===== src/sv/swl_pkg.sv =====
// Package for the sorted word lookup block: result status codes, sequencer
// states, control structs and fixed field widths. Depends on nothing.
package swl_pkg;

    localparam int WORD_W    = 64;
    localparam int LEN_W     = 4;
    localparam int CNT_W     = 11;
    localparam int MIN_CHARS = 4;

    typedef enum logic [2:0] {
        ST_LOADED  = 3'd0,
        ST_FULL    = 3'd1,
        ST_NEW     = 3'd2,
        ST_AGAIN   = 3'd3,
        ST_INVALID = 3'd4
    } status_t;

    typedef enum logic [2:0] {
        S_IDLE,
        S_PROBE,
        S_CMP,
        S_OUT
    } state_t;

    typedef struct packed {
        logic init;
        logic step;
    } search_ctrl_t;

    typedef struct packed {
        logic hit;
        logic exhausted;
    } search_stat_t;

    typedef struct packed {
        logic load;
        logic hit;
    } stats_upd_t;

endpackage


===== src/sv/swl_search.sv =====
// Binary search step unit: holds the search bounds and the shared 64-bit
// comparator that is used once per probe. Depends on swl_pkg.
module swl_search #(
    parameter int CW = 11,
    parameter int AW = 10
) (
    input  logic                        aclk,
    input  logic                        aresetn,
    input  swl_pkg::search_ctrl_t       ctrl,
    input  logic [CW-1:0]               init_hi,
    input  logic [swl_pkg::WORD_W-1:0]  probe,
    input  logic [swl_pkg::WORD_W-1:0]  key,
    output logic [AW-1:0]               addr,
    output swl_pkg::search_stat_t       stat
);
    import swl_pkg::*;

    // The live range is lo_reg up to but excluding hi1_reg.
    logic [CW-1:0] lo_reg, lo_next;
    logic [CW-1:0] hi1_reg, hi1_next;
    logic [CW:0]   mid_sum;
    logic [CW-1:0] mid;
    logic          probe_gt;

    assign mid_sum  = {1'b0, lo_reg} + {1'b0, hi1_reg} - (CW+1)'(1);
    assign mid      = mid_sum[CW:1];
    assign addr     = mid[AW-1:0];
    assign probe_gt = probe > key;
    assign stat.hit = probe == key;

    always_comb begin
        lo_next  = lo_reg;
        hi1_next = hi1_reg;
        if (ctrl.init) begin
            lo_next  = '0;
            hi1_next = init_hi;
        end else if (ctrl.step) begin
            if (probe_gt) begin
                hi1_next = mid;
            end else begin
                lo_next = mid + CW'(1);
            end
        end
    end

    assign stat.exhausted = !(lo_next < hi1_next);

    always_ff @(posedge aclk) begin
        if (!aresetn) begin
            lo_reg  <= '0;
            hi1_reg <= '0;
        end else begin
            lo_reg  <= lo_next;
            hi1_reg <= hi1_next;
        end
    end

`ifndef ASSERT_OFF
    a_range_shrinks: assert property (@(posedge aclk) disable iff (!aresetn)
        (ctrl.step && !ctrl.init && !stat.hit && !stat.exhausted) |=> (lo_reg < hi1_reg))
        else $error("search range empty while probing continues");
`endif

endmodule


===== config.mk =====
export PLATFORM = sky130hd
export DESIGN_NAME = swl_search
export DESIGN_NICKNAME = d
export VERILOG_FILES = /design/src/sv/swl_pkg.sv /design/src/sv/swl_search.sv
export SDC_FILE = /design/constraint.sdc
export NUM_CORES = 1
export LEC_CHECK = 0
export ABC_AREA = 0
export BUFFER_PORTS_ARGS = -buffer_cell sky130_fd_sc_hd__buf_2
export CAP_MARGIN = 20
export CORE_MARGIN = 3
export CORE_UTILIZATION = 55
export DETAILED_ROUTE_END_ITERATION = 8
export PLACE_DENSITY_LB_ADDON = 0.08
export RECOVER_POWER = 25
export SYNTH_ARGS = -nofsm -noshare
export SYNTH_HDL_FRONTEND = slang
export SYNTH_SLANG_ARGS = --single-unit

===== constraint.sdc =====
create_clock -name aclk -period 13.1 [get_ports aclk]
set_input_delay 1.965 -clock aclk [delete_from_list [all_inputs] [get_ports aclk]]
set_output_delay 1.965 -clock aclk [all_outputs]
set_load 0.005 [all_outputs]

* Word level (Yosys, flattened, before mapping)
Cells that the tools add are included.
** Cells by class
- Reduce and logical (&&, ||, !) cells :: 1
- Add/subtract/negate cells :: 3
- Equal/unequal tests :: 1
- $lt $le $gt $ge :: 2
- Multiplexer cells :: 6
** Operator list (count)
- 2-to-1 mux 11 bit :: 6
- equality test 64 bit :: 1
- > comparator 64 bit :: 1
- adder 11 x 11 -> 12 bit :: 1
- subtractor 12 x 1 -> 12 bit, second input constant :: 1
- adder 11 x 1 -> 11 bit, second input constant :: 1
- < comparator 11 bit :: 1
- logical NOT 1 bit :: 1
** Storage, ports and cells
- Input bits :: 143
- Flip-flop bits (word level) :: 22
- Output and inout bits :: 12
- Word-level logic and storage cells :: 15

* Logic depth before layout (Yosys ltp)
- Word-level depth :: 8
- Mapped depth :: 22

* Worst setup path after synthesis
Ideal clock, no wire load.
- Path kind :: in2out
- From :: input key[51] (netlist name)
- To :: output stat[0] (netlist name)
- Arrival :: 5.321 ns
- Buffers on the path :: 1
- Data required time :: 11.135 ns
- Stages :: 20
- Path slack :: 5.814 ns
- Path through :: inv_1 > ha_1 > nand4_1 > nor4_4 > and4_1 > o31ai_1 > and4_4 > o21ai_4 > buf_6 > mux2i_1 > nor2_1 > ha_1 > a21o_1 > a21o_1 > a21o_1 > a21o_1 > a21oi_1 > o21ai_0 > nor2b_1 > a31oi_1
** RTL lines
- from (decl) :: RTL line swl_search.sv:12 : input logic [swl_pkg::WORD_W-1:0] key,
- to (decl) :: RTL line swl_search.sv:14 : output swl_pkg::search_stat_t stat

==> results by group <==
Outcome
  • Outcome: complete, but fails checks
  • Failing checks: capacitance limit, slew limit

Placed design
  • Placed inst area: 0.00478 mm²
  • PortBufs: 154
  • Inst Count DP: 757
  • Gpl congestion: 0.828
  • Post-detail-place hpwl: 8.76 mm
  • Pre-CTS WS: 5.07 ns

Routing
  • Post-route ant nets: 0
  • Vias/cell: 5.29
  • Routed wire length: 10.1 mm
  • Number of detailed-route iterations in the first pass: 4
  • DR iter-0 viols: 139
  • Post-DR wirelength/cell: 13.2 µm
  • Vias: 4028
  • DRC viols: 0

Logic synthesis
  • Synth Area per Inst: 7.61 µm²
  • Syn Nets: 756
  • Commonest cells in the synthesized netlist: inv_1 (118), ha_1 (95), a21oi_1 (36), o21ai_0 (27), dfxtp_1 (22)
  • Sequential share of the synthesized area: 11.2%
  • Synth top area share: 30.2%
  • Gate count after technology mapping: 517
  • Cell taking the most area after synthesis: ha_1
  • Cell with the most instances after synthesis: inv_1
  • Synth warnings: 0
  • Synth Flop Type: dfxtp_1
  • Syn Std Cell Area: 0.00394 mm²
  • Seq cells post-synth: 22
  • Post-synth ARST share: 0%
  • Largest cells by area after synthesis: ha_1 (30%), inv_1 (11%), dfxtp_1 (11%)
  • Netlist cell types: 61
  • Post-synth EDFFs: 0

Cells and area
  • Finished Cell Area: 0.00481 mm²
  • Syn-to-layout area delta: 22.2%
  • Layout Cells excl Fill: 761
  • Layout fillers: 629
  • Ratio of cells with drive above 1 in the final layout: 26.8%
  • Ant diodes: 0
  • Nets: 905

Pwr
  • Combinational share of power: 72.5%
  • Sw frac: 46.8%
  • Sw power: 219 µW
  • Worst VDD drop: 0.0481 mV
  • PD cells: 97.3 mW/mm²
  • P_leak: 0.00278 µW
  • Clock share of power: 11.1%
  • P_int: 249 µW
  • Sequential Power Share: 16.4%

Die
  • Die ar.: 0.00821 mm²
  • Ports: 155
  • # rows: 30
  • Core region area: 0.00687 mm²
  • Initial core utilization: 57.3%
  • Die Span Y: 90.6 µm
  • Chip width: 90.6 µm

Critical path
  • Worst Setup Start Kind: primary input
  • Critical path arrival: 7.46 ns
  • CP max FO: 14
  • Crit Path Class: in -> out
  • Req. time, crit path: 11.14 ns
  • CP Capture Type: output port

Clocking
  • CTS tree: yes
  • Clock Tree Root: clkbuf_8
  • Hold_buf cts: 0
  • Reg clk slew, reported paths: 0.08 ns
  • Clk sinks: 22
  • Clk_lat worst skew: 0.28 ns
  • Post-CTS sizing: 0
  • H-tree depth: 1
  • # Post-CTS Setup Buffers: 0
  • Clock Tree Buf Depth: 2
  • Total CTS buffers: 3

STA
  • Pins Over Slew Limit: 15
  • Final setup margin: 3.68 ns
  • Clock skew after layout: 0.00295 ns
  • Final hold violations: 0
  • Final hold slack: 0.573 ns
  • Final TNS setup: 0 ns
  • Minimum clock period: 9.42 ns
  • Period utilization: 71.9%
  • RSZ-0062 raised after global routing: false
  • Highest Clock Rate: 106 MHz
  • Worst-margin pin slew: 2.08 ns
  • Final setup vio count: 0
  • Slew HR: -40.2%

Job
  • Total of max-cap violations: 1

Global route
  • Pin count of the biggest net entering global routing: 55
  • Total track usage: 24.5%
  • Vias in the first global route: 4144
  • First-pass GRT wire length: 17.2 mm
  • GRT overflow: 0
  • Initial antenna violation count: 0

Hold path
  • Hold Crit Class: reg -> reg
==> layout make-up <==
| type | count | area [µm²] | area share [%] |
|---|---|---|---|
| clock buffers | 4 | 55.1 | 1.14 |
| inverters | 119 | 447 | 9.29 |
| multi-input cells | 366 | 2980 | 61.9 |
| flip-flops and latches | 22 | 440 | 9.16 |
| well taps | 96 | 120 | 2.50 |
| repair buffers | 154 | 771 | 16.0 |
==> through the flow <==
step	total power [µW]	utilization (%)
floorplan	317	-
global placement	406	69.6
detailed placement	416	69.6
CTS	471	70.4
global route	517	70.0
finish	468	70.0
==> final timing paths <==
check        slack [ns]        end      start  cells past startpoint
max                3.68    stat[0]    key[43]                     21
min                0.57  lo_reg[2]  lo_reg[2]                      2
max reg2reg        9.60  lo_reg[9]  lo_reg[1]                     13
min reg2reg        0.57  lo_reg[2]  lo_reg[2]                      2
==> placed cells by master, fill, tap and decap left out, drive strengths merged, types with 3 or more instances in the layout <==
cell type	count
nand2b	10
buf	153
xor2	7
inv	119
o2111ai	3
a21o	8
mux2i	8
and2	6
xnor2	6
clkbuf	5
a211oi	3
nor4	8
o21ai	29
nor3	15
a21oi	36
nand4	21
and3	4
nor3b	3
a31oi	4
nor2b	6
nand2	21
o211a	9
nand3	18
ha	95
dfxtp	22
nor2	15
==> metal layers <==
layer  share of wire, %  GRT usage (%)
met1                 42           29.4
met2                 49           44.7
met3                7.8           4.17
met4                1.4           6.25
met5                  0              0
==> worst max-delay path: stages <==
cell and delay [ns]:
buf_2 0.08, inv_1 0.03, ha_1 0.30, nand4_1 0.18, nor4_1 0.59, and4_1 0.30, o31ai_1 0.09, and4_1 0.26
o21ai_0 1.58, mux2i_1 0.39, nor2_1 0.08, ha_1 0.34, a21o_1 0.16, a21o_1 0.17, a21o_1 0.17, a21o_1 0.16
a21oi_1 0.12, o21ai_0 0.12, nor2b_1 0.13, a31oi_1 0.08, buf_2 0.14
==> power by group through the flow <==
stage,registers [µW],clock network (µW),logic [µW]
global placement,78.0,0,328
detailed placement,78.3,0,338
global route,77.7,55.1,384
finish,76.7,51.7,339
CTS,76.7,52.8,341
floorplan,77.5,0,240
==> cell families after synthesis <==
family | share of synthesized area [%]
XOR/XNOR | 3.08
AO/OA/AOI/OAI | 19.0
buffers and inverters | 12.5
flip-flops | 11.2
adder cells (fa/ha/maj) | 30.7
multiplexers | 2.32
AND/OR/NAND/NOR | 21.2
Note: power is estimated with default switching activity, not from simulation.
