===== src/sv/swl_pkg.sv =====
// Package for the sorted word lookup block: result status codes, sequencer
// states, control structs and fixed field widths. Depends on nothing.
package swl_pkg;

    localparam int WORD_W    = 64;
    localparam int LEN_W     = 4;
    localparam int CNT_W     = 11;
    localparam int MIN_CHARS = 4;

    typedef enum logic [2:0] {
        ST_LOADED  = 3'd0,
        ST_FULL    = 3'd1,
        ST_NEW     = 3'd2,
        ST_AGAIN   = 3'd3,
        ST_INVALID = 3'd4
    } status_t;

    typedef enum logic [2:0] {
        S_IDLE,
        S_PROBE,
        S_CMP,
        S_OUT
    } state_t;

    typedef struct packed {
        logic init;
        logic step;
    } search_ctrl_t;

    typedef struct packed {
        logic hit;
        logic exhausted;
    } search_stat_t;

    typedef struct packed {
        logic load;
        logic hit;
    } stats_upd_t;

endpackage


===== src/sv/swl_stats.sv =====
// Running counters: loaded entries, found entries, and both per word length.
// Depends on swl_pkg.
module swl_stats #(
    parameter int CW    = 11,
    parameter int NSLOT = 5,
    parameter int SW    = 3
) (
    input  logic                  aclk,
    input  logic                  aresetn,
    input  swl_pkg::stats_upd_t   upd,
    input  logic [SW-1:0]         slot,
    output logic [CW-1:0]         entry_count,
    output logic [CW-1:0]         found_count,
    output logic [CW-1:0]         total_sel,
    output logic [CW-1:0]         found_sel
);
    import swl_pkg::*;

    logic [CW-1:0] entry_count_reg;
    logic [CW-1:0] found_count_reg;
    logic [CW-1:0] total_reg [NSLOT];
    logic [CW-1:0] found_reg [NSLOT];
    logic          slot_ok;

    assign slot_ok = {1'b0, slot} < (SW+1)'(NSLOT);

    always_ff @(posedge aclk) begin
        if (!aresetn) begin
            entry_count_reg <= '0;
            found_count_reg <= '0;
            for (int i = 0; i < NSLOT; i++) begin
                total_reg[i] <= '0;
                found_reg[i] <= '0;
            end
        end else begin
            if (upd.load && slot_ok) begin
                entry_count_reg <= entry_count_reg + CW'(1);
                total_reg[slot] <= total_reg[slot] + CW'(1);
            end
            if (upd.hit && slot_ok) begin
                found_count_reg <= found_count_reg + CW'(1);
                found_reg[slot] <= found_reg[slot] + CW'(1);
            end
        end
    end

    assign entry_count = entry_count_reg;
    assign found_count = found_count_reg;
    assign total_sel   = slot_ok ? total_reg[slot] : '0;
    assign found_sel   = slot_ok ? found_reg[slot] : '0;

`ifndef ASSERT_OFF
    a_found_le_entries: assert property (@(posedge aclk) disable iff (!aresetn)
        found_count_reg <= entry_count_reg)
        else $error("more words found than loaded");
`endif

endmodule


===== config.mk =====
export PLATFORM = sky130hd
export DESIGN_NAME = swl_stats
export DESIGN_NICKNAME = d
export VERILOG_FILES = /design/src/sv/swl_pkg.sv /design/src/sv/swl_stats.sv
export SDC_FILE = /design/constraint.sdc
export NUM_CORES = 1
export LEC_CHECK = 0
export ABC_CLOCK_PERIOD_IN_PS = 6200
export BUFFER_PORTS_ARGS = -buffer_cell sky130_fd_sc_hd__buf_2
export CORE_ASPECT_RATIO = 1.4
export CORE_UTILIZATION = 26
export DETAILED_ROUTE_END_ITERATION = 10
export GPL_ROUTABILITY_DRIVEN = 0
export SLEW_MARGIN = 25
export SYNTH_ARGS = -nofsm -noshare
export SYNTH_HDL_FRONTEND = slang
export SYNTH_SLANG_ARGS = --single-unit
export TNS_END_PERCENT = 100

===== constraint.sdc =====
create_clock -name aclk -period 6.2 [get_ports aclk]
set_clock_uncertainty 0.2 [all_clocks]
set_input_delay 0.62 -clock aclk [delete_from_list [all_inputs] [get_ports aclk]]
set_output_delay 0.62 -clock aclk [all_outputs]
set_load 0.02 [all_outputs]

# After elaboration in Yosys (flattened, before gate mapping)
# Memory sizes are Yosys's and may differ from the RTL's.
# Index checks and enable logic that the tools add are counted.
# totals
register_bits	22
latch_bits	0
mem_bits_rw	110
rom_bits	0
in_bits	7
output_inout_bits	44
wordCells	28
mem_count	2
# op_classes
addsub	4
mul	0
div_mod_pow	0
magnitude_cmp	1
n_eq_ne	0
shift	0
muxes	15
bitwise	0
reduce_logical	4
# mem_list
name	depth	width	read_ports	rd_ports_with_merged_regs	write_ports	line_no	rtl
found_reg	5	11	1	0	5	swl_stats.sv:22	logic [CW-1:0] found_reg [NSLOT];
total_reg	5	11	1	0	5	swl_stats.sv:21	logic [CW-1:0] total_reg [NSLOT];
# op_table
op	n
$add A11 B1 Y11 const B	4
$mux W11	4
$reduce_or A11 Y1	2
$mux W1	9
$mux W3	2
$lt A3 B3 Y1 const B	1
$logic_and A1 B1 Y1	2

# Depth between registers and ports, before layout
# depth
ltp_word	7
depth_mapped	13
depth_no_buf	9

# Worst setup path after synthesis
# Ideal clock, no wire load.
# synth_timing
path_kind	input to register
from	in slot[0]
to	mem total_reg[0][8], data pin
setup_time_ns	0.260
arrival_ns	3.092
t_required_ns	5.740
path_slack_ns	2.648
cell_stages	13
cell_sequence	buf_6 buf_12 buf_6 buf_6 buf_4 mux2i_1 o21ai_0 a211o_1 ha_1 inv_1 or4_1 buf_6 mux2_4
# synth_rtl
item	line_no	rtl
start, declared	swl_stats.sv:11	input logic [SW-1:0] slot,
end, declared	swl_stats.sv:21	

==> results.md <==
- Post-CTS setup buffers: 0
- EDFF count, synth: between 150 and 200
- Worst skew pair latency: around 0.46 ns
- Die Wd: 162 microns
- First-pass DRT Iterations: 5
- Setup TNS: 0 ns
- Clk buf depth: 2
- Slew Limit Fails: 0
- Critical path peak fanout: 24
- Drt first-iter violations: ~420
- Final net count: slightly above 800
- Max Clk Rate: around 0.26 GHz
- Synth cell types: 74
- Initial antenna violation count: 0
- Dpl hpwl: around 15 mm
- Primary FF master, synth: edfxtp_1
- DRT antenna net count: 0
- Root Buffer: clkbuf_16
- Crit-path cells: buf_2 > nor2b_1 > a22o_1 > a221oi_2 > or4_4 > or4_1 > mux2_4
- Avg Inst Size Synth: 12.9 sq um
- Min-Delay Path Class: register to register
- Flop2flop setup slack: 3.26 ns
- Routed len/inst: 17.2 microns
- Mapped Cells: 721
- Commonest non-fill, non-tap cell in the layout: edfxtp_1
- DRC viols: 0
- Synthesis-stage register bit count: between 150 and 200
- Total GRT Usage: roughly an eighth
- Dpl cells: 1257
- Total grt overflow: 0
- Kind of critical path: input port to register
- Total length of routed wires: ~22 mm
- Layout cell share with drive strength beyond 1: 17.3%
- Critical Path AT: ~3.9 ns
- Largest net degree at the start of global routing: 60
- CP max stage cell: nor2b_1
- Core box area: 35100 sq um
- CTS H-tree lvls: 4
- R2r worst-path depth: 6
- CTS sink cnt: around 200
- First-pass GRT wire length: 34.1 mm
- Via count: 6030
- Synth async-reset ratio: 0%
- Row count: 81
- Overall power: 3.10 mW
- Min-delay src: found_count[1]
- Syn Std Cell Area: 9310 sq um
- Hold Path Sink: found_count[1]
- Port Buffers: 50
- Vias in the first global route: between 5k and 6k
- Leak pwr: a little over 4 nW
- Fin cells: approximately 1.3k
- Worst VDD drop: roughly 200 uV
- R2R Path Start: total_reg[6][2]
- CP max stage delay: 0.73 ns
- Synth top area cells: edfxtp_1, mux4_2, nor2_1
- Hold Buf Count CTS: 0
- Reg2reg end: total_reg[0][8]
- Max_slew headroom: between 30% and 40%
- # resized after CTS: 0
- Fillers: between 3k and 4k
- Post-route minimum period: 3.89 ns
- Antenna cells: 0
- Most frequent cells in the layout: edfxtp_1, nor2_1, conb_1
- Period Utilization, post-route: ~63%
- Run status: complete, no violations
- Slew @ Worst Pin: approximately 0.93 ns
- TritonCTS clock tree: done
- Critical path capture point type: register
- Synth-to-layout area growth: 15.6%
- Initial Util: around a quarter
- CTS buffer count: 17
- Fin. Hold Viols: 0
- Count of boundary I/O pins: 51
- Top cell type's share of synthesized area: 56.8%
- Worst setup SP type: input port
- Final setup violation count: 0
- Die ar.: between 30000 and 40000 sq um
- RSZ-0062 raised after global routing: no
- Seq/Total Area, Yosys: 61.5%
- Avg Vias per Cell: roughly 4.7
- Hold Path Cell Cnt: 2
- Die Y: around 230 microns
- Synthesis Warnings: 0
- Clock slew seen by the registers of the worst setup and hold paths: about 0.070 ns
- Req. time, crit path: 6.21 ns
- Pwr Density: about 290 nW/um^2
- Synth area leader: edfxtp_1
- Max Cap Viol: 0
==> report_power, final <==
group | switching, mW | total (mW) | internal (mW) | leakage (nW)
registers | 0.0268 | 1.58 | 1.55 | 1.97
logic | 0.244 | 0.352 | 0.108 | 1.84
clock network | 0.524 | 1.17 | 0.646 | 0.306
total | 0.795 | 3.10 | 2.31 | 4.12
==> per-stage QoR <==
stage | hold WS, ns | setup slack [ns] | util, % | area [sq um]
6_report | 0.319 | 2.31 | 30.7 | 10800
5_1_grt | 0.338 | 2.16 | 30.7 | 10800
4_1_cts | 0.312 | 2.35 | 30.7 | 10800
3_5_place_dp | 0.315 | 1.85 | 28.9 | 10100
3_3_place_gp | 0.297 | 1.89 | 28.9 | 10100
2_1_floorplan | 0.365 | 2.65 | - | 9560
==> synth_stat cells (all sizes together), types with 10 or more instances <==
| master | instances |
|---|---|
| xnor2 | 21 |
| nor2 | 134 |
| o21ai | 10 |
| dfxtp | 22 |
| edfxtp | 176 |
| nand3 | 13 |
| and2 | 21 |
| buf | 21 |
| inv | 21 |
| mux4 | 23 |
| nand4 | 13 |
| xor2 | 10 |
| mux2 | 16 |
| mux2i | 25 |
| nor3 | 24 |
| a21oi | 11 |
| nand2 | 46 |
| clkbuf | 19 |
==> worst max path at each step <==
stage,from,end,slack [ns],cells after the start
after floorplan,slot[0],total_reg[0][8],2.65,13
after CTS,slot[2],total_reg[0][8],2.35,7
after global placement,slot[2],total_reg[2][8],1.89,7
after global routing,slot[2],total_reg[2][8],2.16,7
after detailed placement,slot[2],total_reg[0][8],1.85,7
final,slot[2],total_reg[0][8],2.31,7
==> worst max-delay path, delay by kind of cell <==
family	cells	cell delay (ns)
AND/OR/NAND/NOR	3	2.09
buffers and inverters	1	0.40
AO/OA/AOI/OAI	2	0.41
multiplexers	1	0.37
==> kinds of logic (layout without fill, tap and decap cells) <==
group | Yosys count | after routing | share of synthesized area, %
and+or+nand+nor | 286 | 286 | 14.3
DFF | 198 | 198 | 61.5
AOI/OAI and AO/OA | 74 | 74 | 6.19
muxes | 64 | 64 | 10.4
buffers and inverters | 63 | 110 | 4.11
xor gates and xnor gates | 31 | 31 | 2.92
adders and majority gates | 4 | 4 | 0.537
other | 1 | 66 | 0.0403
==> final cells by class <==
cell class | count | area [sq um] | share of cell area [%]
Clock buffer | 17 | 425 | 3.95
Clock inverter | 15 | 195 | 1.81
Timing Repair Buffer | 56 | 298 | 2.77
Multi-Input combinational cell | 525 | 3450 | 32.1
Tap cell | 456 | 571 | 5.30
Inverter | 22 | 96.3 | 0.895
Sequential cell | 198 | 5730 | 53.2
==> per-layer routing <==
layer  vias to the layer above  track usage, %  routed length [microns]
li1                       2784               -                        -
met1                      3004            13.6                     8280
met2                       197            23.3                    12200
met3                        45            2.46                     1070
met4                         0            6.76                      677
met5                         -               0                        0
(Power assumes the default switching activity.)
